==> src/rtl/lfu_pkg.sv <==
package lfu_pkg;

    localparam int unsigned PAGE_IN_W = 16;
    localparam int unsigned CFG_W     = 5;
    localparam int unsigned COUNT_W   = 16;
    localparam int unsigned TOTAL_W   = 32;
    localparam int unsigned SLOT_W    = 4;
    localparam int unsigned EVPAGE_W  = 16;
    localparam int unsigned RESULT_W  = 88;

    localparam logic [CFG_W-1:0]   CFG_RESET = 5'd16;
    localparam logic [COUNT_W-1:0] COUNT_MAX = '1;
    localparam logic [TOTAL_W-1:0] TOTAL_MAX = '1;

    typedef enum logic [2:0] {
        S_IDLE = 3'b001,
        S_SCAN = 3'b010,
        S_DONE = 3'b100
    } t_state;

    // lowest bit first: hit, slot, evicted, evicted_page, hit_count, fault_count, pad
    typedef struct packed {
        logic [1:0]          pad;
        logic [TOTAL_W-1:0]  fault_count;
        logic [TOTAL_W-1:0]  hit_count;
        logic [EVPAGE_W-1:0] evicted_page;
        logic                evicted;
        logic [SLOT_W-1:0]   slot;
        logic                hit;
    } t_result;

endpackage

==> src/rtl/lfu_page_replacement.sv <==
// LFU page replacement, least recently used frame wins a count tie.
// One reference at a time: input is accepted only when idle, after the previous
// result is loaded; a single compare unit scans the page and count memories of
// the active frames one frame per cycle, then updates the chosen frame on load.
// Reset (i_rst_n, synchronous, active low): all frames empty, totals zero,
// frames_in_use 16. Frame contents need no clearing.
module lfu_page_replacement #(
    parameter int unsigned FRAMES    = 16,
    parameter int unsigned PAGE_BITS = 16
) (
    input  logic                                i_clk,
    input  logic                                i_rst_n,
    input  logic                                i_cfg_wen,
    input  logic [lfu_pkg::CFG_W-1:0]           i_cfg_wdata,
    input  logic                                s_axis_tvalid,
    output logic                                s_axis_tready,
    input  logic [lfu_pkg::PAGE_IN_W-1:0]       s_axis_tdata,  // page
    output logic                                m_axis_tvalid,
    input  logic                                m_axis_tready,
    // hit, slot, evicted, evicted_page, hit_count, fault_count, zero pad
    output logic [lfu_pkg::RESULT_W-1:0]        m_axis_tdata
);
    import lfu_pkg::*;

    localparam int unsigned IW = (FRAMES > 1) ? $clog2(FRAMES) : 1;
    localparam int unsigned CW = $clog2(FRAMES + 1);

    t_state                 r_state;
    logic [CFG_W-1:0]       r_frames;
    logic [PAGE_BITS-1:0]   r_page;
    logic [CW-1:0]          r_n;
    logic [CW-1:0]          r_idx;
    logic                   r_rd_vld;
    logic [IW-1:0]          r_rd_idx;
    logic                   r_found;
    logic [IW-1:0]          r_hit_slot;
    logic [COUNT_W-1:0]     r_hit_cnt;
    logic [IW-1:0]          r_hit_rank;
    logic [IW-1:0]          r_best_slot;
    logic [COUNT_W-1:0]     r_best_cnt;
    logic [IW-1:0]          r_best_rank;
    logic [PAGE_BITS-1:0]   r_best_page;
    logic [FRAMES-1:0]      r_valid;
    logic [IW-1:0]          r_rank [FRAMES];
    logic [CW-1:0]          r_filled;
    logic [TOTAL_W-1:0]     r_hits;
    logic [TOTAL_W-1:0]     r_faults;
    logic                   r_out_vld;
    t_result                r_out;
    logic [PAGE_BITS-1:0]   r_q_page;
    logic [COUNT_W-1:0]     r_q_count;

    logic [PAGE_BITS-1:0]   m_page  [FRAMES];
    logic [COUNT_W-1:0]     m_count [FRAMES];

    logic [PAGE_BITS+PAGE_IN_W-1:0] w_in_ext;
    logic [PAGE_BITS+EVPAGE_W-1:0]  w_ev_ext;
    logic [IW+SLOT_W-1:0]           w_slot_ext;
    logic [31:0]            w_n32;
    logic                   w_accept;
    logic                   w_issue;
    logic                   w_last;
    logic                   w_match;
    logic                   w_better;
    logic                   w_fill;
    logic                   w_load;
    logic [IW-1:0]          w_slot;
    logic [IW-1:0]          w_old;
    logic [IW-1:0]          w_cur_rank;
    logic [COUNT_W-1:0]     w_new_cnt;
    logic [TOTAL_W-1:0]     n_hits;
    logic [TOTAL_W-1:0]     n_faults;

    assign w_in_ext = {{PAGE_BITS{1'b0}}, s_axis_tdata};

    always_comb begin
        w_n32 = {{(32-CFG_W){1'b0}}, r_frames};
        if (w_n32 == 32'd0) begin
            w_n32 = 32'd1;
        end else if (w_n32 > FRAMES) begin
            w_n32 = FRAMES;
        end
    end

    assign s_axis_tready = (r_state == S_IDLE);
    assign w_accept      = s_axis_tvalid && s_axis_tready;
    assign w_issue       = (r_state == S_SCAN) && (r_idx < r_n);
    assign w_last        = r_rd_vld && (CW'(r_rd_idx) == r_n - 1'b1);
    assign w_cur_rank    = r_rank[r_rd_idx];
    assign w_match       = r_valid[r_rd_idx] && (r_q_page == r_page);
    assign w_better      = (r_rd_idx == '0) || (r_q_count < r_best_cnt) ||
                           ((r_q_count == r_best_cnt) && (w_cur_rank > r_best_rank));
    assign w_fill        = !r_found && (r_filled < r_n);
    assign w_load        = (r_state == S_DONE) && (!r_out_vld || m_axis_tready);

    always_comb begin
        if (r_found) begin
            w_slot = r_hit_slot;
            w_old  = r_hit_rank;
        end else if (w_fill) begin
            w_slot = r_filled[IW-1:0];
            w_old  = r_filled[IW-1:0];
        end else begin
            w_slot = r_best_slot;
            w_old  = r_best_rank;
        end
        if (r_found) begin
            w_new_cnt = (r_hit_cnt != COUNT_MAX) ? r_hit_cnt + 1'b1 : r_hit_cnt;
        end else begin
            w_new_cnt = '0;
        end
        n_hits   = (r_found && r_hits != TOTAL_MAX) ? r_hits + 1'b1 : r_hits;
        n_faults = (!r_found && r_faults != TOTAL_MAX) ? r_faults + 1'b1 : r_faults;
    end

    assign w_ev_ext   = {{EVPAGE_W{1'b0}}, r_best_page};
    assign w_slot_ext = {{SLOT_W{1'b0}}, w_slot};

    // control
    always_ff @(posedge i_clk) begin
        if (!i_rst_n) begin
            r_state   <= S_IDLE;
            r_frames  <= CFG_RESET;
            r_rd_vld  <= 1'b0;
            r_valid   <= '0;
            r_filled  <= '0;
            r_hits    <= '0;
            r_faults  <= '0;
            r_out_vld <= 1'b0;
        end else begin
            if (i_cfg_wen) begin
                r_frames <= i_cfg_wdata;
            end
            r_rd_vld <= w_issue;
            case (r_state)
                S_IDLE: begin
                    if (w_accept) begin
                        r_state <= S_SCAN;
                    end
                end
                S_SCAN: begin
                    if (w_last) begin
                        r_state <= S_DONE;
                    end
                end
                S_DONE: begin
                    if (w_load) begin
                        r_state <= S_IDLE;
                    end
                end
                default: r_state <= S_IDLE;
            endcase
            if (w_load) begin
                r_out_vld <= 1'b1;
                r_hits    <= n_hits;
                r_faults  <= n_faults;
                if (w_fill) begin
                    r_valid[w_slot] <= 1'b1;
                    r_filled        <= r_filled + 1'b1;
                end
            end else if (m_axis_tready) begin
                r_out_vld <= 1'b0;
            end
        end
    end

    // datapath
    always_ff @(posedge i_clk) begin
        if (w_accept) begin
            r_page  <= w_in_ext[PAGE_BITS-1:0];
            r_n     <= w_n32[CW-1:0];
            r_idx   <= '0;
            r_found <= 1'b0;
        end
        if (w_issue) begin
            r_idx    <= r_idx + 1'b1;
            r_rd_idx <= r_idx[IW-1:0];
        end
        if (r_rd_vld) begin
            if (!r_found && w_match) begin
                r_found    <= 1'b1;
                r_hit_slot <= r_rd_idx;
                r_hit_cnt  <= r_q_count;
                r_hit_rank <= w_cur_rank;
            end
            if (w_better) begin
                r_best_slot <= r_rd_idx;
                r_best_cnt  <= r_q_count;
                r_best_rank <= w_cur_rank;
                r_best_page <= r_q_page;
            end
        end
        if (w_load) begin
            for (int i = 0; i < FRAMES; i++) begin
                if (IW'(i) == w_slot) begin
                    r_rank[i] <= '0;
                end else if (r_valid[i] && (r_rank[i] < w_old)) begin
                    r_rank[i] <= r_rank[i] + 1'b1;
                end
            end
            r_out.pad          <= '0;
            r_out.hit          <= r_found;
            r_out.slot         <= w_slot_ext[SLOT_W-1:0];
            r_out.evicted      <= !r_found && !w_fill;
            r_out.evicted_page <= (!r_found && !w_fill) ? w_ev_ext[EVPAGE_W-1:0] : '0;
            r_out.hit_count    <= n_hits;
            r_out.fault_count  <= n_faults;
        end
    end

    // frame page and use count memories
    always_ff @(posedge i_clk) begin
        if (w_issue) begin
            r_q_page  <= m_page[r_idx[IW-1:0]];
            r_q_count <= m_count[r_idx[IW-1:0]];
        end
        if (w_load) begin
            m_count[w_slot] <= w_new_cnt;
            if (!r_found) begin
                m_page[w_slot] <= r_page;
            end
        end
    end

    assign m_axis_tvalid = r_out_vld;
    assign m_axis_tdata  = r_out;

`ifndef ASSERT_OFF
    a_accept_scan: assert property (@(posedge i_clk) disable iff (!i_rst_n)
        w_accept |=> (r_state == S_SCAN))
        else $error("transfer in did not start a scan");

    a_filled_range: assert property (@(posedge i_clk) disable iff (!i_rst_n)
        CW'(r_filled) <= CW'(FRAMES))
        else $error("filled frame count out of range");

    a_valid_count: assert property (@(posedge i_clk) disable iff (!i_rst_n)
        $countones(r_valid) == 32'(r_filled))
        else $error("valid bits disagree with fill count");

    a_hit_no_evict: assert property (@(posedge i_clk) disable iff (!i_rst_n)
        m_axis_tvalid |-> !(r_out.hit && r_out.evicted))
        else $error("hit result marked as eviction");

    a_load_idle: assert property (@(posedge i_clk) disable iff (!i_rst_n)
        w_load |=> (r_state == S_IDLE) && r_out_vld)
        else $error("result load did not return to idle");
`endif

endmodule
==> config.mk <==
export PLATFORM = sky130hd
export DESIGN_NAME = lfu_page_replacement
export DESIGN_NICKNAME = d
export VERILOG_FILES = /design/src/rtl/lfu_pkg.sv /design/src/rtl/lfu_page_replacement.sv
export SDC_FILE = /design/constraint.sdc
export NUM_CORES = 1
export LEC_CHECK = 0
export BUFFER_PORTS_ARGS = -buffer_cell sky130_fd_sc_hd__buf_2
export CORE_MARGIN = 5
export CORE_UTILIZATION = 30
export CTS_CLUSTER_DIAMETER = 40
export CTS_CLUSTER_SIZE = 28
export DETAILED_ROUTE_END_ITERATION = 16
export GPL_TIMING_DRIVEN = 0
export PLACE_DENSITY_LB_ADDON = 0.12
export REMOVE_ABC_BUFFERS = 1
export SLEW_MARGIN = 40
export SYNTH_ARGS = -nofsm -noshare
export SYNTH_HDL_FRONTEND = slang
export SYNTH_SLANG_ARGS = --single-unit
==> constraint.sdc <==
create_clock -name i_clk -period 5.5 [get_ports i_clk]
set_clock_uncertainty 0.1 [all_clocks]
set_input_delay 0.275 -clock i_clk [delete_from_list [all_inputs] [get_ports i_clk]]
set_output_delay 0.275 -clock i_clk [all_outputs]
set_load 0.02 [all_outputs]
==> impl_metrics.ini <==
[yosys]
synth.largest_area_cell = edfxtp_1
yosys.area.top_type_share = 0.626
synth-main-ff-cell = edfxtp_1
yosys_warnings = 0
ys_seq_area_frac = 0.678
synth_area_per_cell_um2 = 16.3
async_flop_share = 0
yosysUniqueCellTypes = 79
syn_inst = 2318
synth_seq_cells = 888
synth.top_cells.by_area = edfxtp_1 (63%), mux4_2 (11%), dfxtp_1 (5.3%)
syn_area_um2 = 37800
synth_edf_count = 788

[global_route]
grt_pass1_wl_mm = 142
track_usage = 0.143
grt_pass1_vias = 21700
overflow = 0
grt_max_degree = 56
antenna_found_initial = 0

[detailed_routing]
drt-vias-per-instance = 4.84
post-route-drc-count = 0
dr.pass1.iters = 5
wl_mm = 95.7
wl_per_cell_um = 21.9
vias = 21200
final_antenna_net_count = 0
drtIter0Drc = 1471

[worst_setup_path]
rr_startpoint = r_n[2]
crit_fanout = 16
startpoint_type = flip-flop
criticalPathCategory = reg -> reg
crit_path_cell_trace = inv_1 > ha_1 > a211o_1 > a31oi_2 > nor3_1 > a21oi_1 > nand2_1 > or3_1 > inv_2
slowest_delay_ns = 0.69
worstPathArrival_ns = 4.63
worstSetupEndpointType = flip-flop
cp.required_ns = 5.75
crit_start = r_n[2]
slowest_stage = or3_1

[cts]
cts-root-buf = clkbuf_16
clkLatencyLatePin_ns = 0.73
cts_buffers = 141
ctsResizeCount = 0
clkSinkCount = 888
cts.clk_slew.worst_paths_ns = 0.05
cts_buffer_depth = 3
h-tree-depth = 4
cts_tree = built

[place]
dpl_worst_slack_ns = 1.12
place_congestion = 0.756
io_buffers = 113
dpl.hpwl_mm = 64.0

[worst_hold_path]
min_path_type = in -> reg
min_from = i_rst_n

[sta]
rsz0062_at_grt = false
min_period_ns = 4.38
finalHoldViolations = 0
setup_tns_ns = 0
fmax_ghz = 0.228
max-slew-margin-rel = 0.466
finalCritPeriodShare = 0.797
worst_pin_slew_ns = 0.797
setup_ws_ns = 1.12
setup_viol = 0
finalMaxSlewViolations = 0

[final_layout]
fin_nets = 2711
mostFrequentLayoutCells = edfxtp_1 (788), nor2_1 (185), mux4_2 (185)
syn2layout_area_growth_pct = 24.3
fillers = 11600
drive_gt1_frac = 0.279
layout_commonest_cell = edfxtp_1
utilization = 0.375

[die]
die-area_um2 = 133000
rows = 130
io_pins = 116
start_util = 0.302
die_w_um = 365
die_h_um = 365
core_area_um2 = 125000

[pwr]
p_total_mw = 17.0
leakagePower_nw = 15.5
p_per_area_nw_per_um2 = 362
irDropWorstVdd_uv = 249

[status]
status = complete, no violations

[flow_run]
drv_cap = 0
## worst max-delay path, delay by kind of cell (launching register included)
kind,cells,cell delay (ns)
simple gates,3,1.37
compound gates,3,1.11
buf+inv,2,0.68
flops,1,0.43
fa+ha+maj,1,0.30
## cells by family after synthesis
group	Yosys count	share of synthesized area
flops	888	0.678
simple gates	608	0.0797
mux	199	0.114
xor+xnor	184	0.0426
compound gates	177	0.0386
buf+inv	177	0.0187
fa+ha+maj	84	0.0278
other cells	1	0.0000991
## layer usage
metal	vias up	global-route usage	wire, um
met5	-	0	0
met1	11000	0.195	44400
li1	9631	-	-
met4	0	0.0400	1880
met2	439	0.235	45600
met3	141	0.0282	3830
## cells in the mapped netlist, drive strengths merged, types with 11 or more instances
master	n
inv	71
o31a	15
ha	84
nand2	91
o21ai	45
and3	37
mux4	185
a211oi	20
nand4	31
nand2b	18
nand3	69
nor4	15
xor2	86
o221ai	12
buf	35
edfxtp	788
a21oi	26
clkbuf	70
nor3b	20
or3	25
dfxtp	100
nor3	49
xnor2	98
and4	11
nor2	214
o21a	23
## power by group
group | internal (mW) | switching (mW)
Sequential | 7.32 | 0.0573
Clock | 5.83 | 3.34
Combinational | 0.238 | 0.230
## timing repair
item,CTS,global route
setup buffers,0,0
endpoints found under the hold margin,25,0
hold buffers,30,0
## state kept, by name, summed over array words and instances (netlist names), 5 cells and up, named ones only
name / cells
m_page: 256
r_n: 5
r_idx: 5
r_q_page: 16
r_q_count: 16
r_page: 16
r_best_page: 16
r_filled: 5
r_faults: 32
m_axis_tdata: 86
m_count: 256
r_valid: 16
r_rank: 64
r_hit_cnt: 16
r_best_cnt: 16
r_hits: 32
r_frames: 5
## layout make-up
class,count,area [um2],share of cell area
clock buffers,160,3750,0.0796
clock inverters,101,1210,0.0258
multi-input cells,1254,11700,0.250
repair buffers,244,2310,0.0492
diodes,1,2.50,0.0000532
well taps,1650,2060,0.0439
inverters,72,285,0.00607
flip-flops and latches,888,25700,0.546
## final timing paths
| kind | cells after the start | slack (ns) | to |
|---|---|---|---|
| worst max-delay path | 9 | 1.12 | m_count[1][10] |
| worst min-delay path | 2 | 0.07 | r_valid[7] |
| worst max register to register | 9 | 1.12 | m_count[1][10] |
| worst min register to register | 0 | 0.36 | r_best_page[11] |
## per-stage QoR
stage / hold slack [ns] / area, um2 / cells
2_1_floorplan: 0.251 / 37400 / 2214
3_3_place_gp: 0.352 / 40000 / 3977
3_5_place_dp: 0.354 / 41800 / 4078
4_1_cts: 0.0336 / 47000 / 4369
5_1_grt: 0.0644 / 47000 / 4369
6_report: 0.0660 / 47000 / 4370
Power figures use the tool's default switching activity.
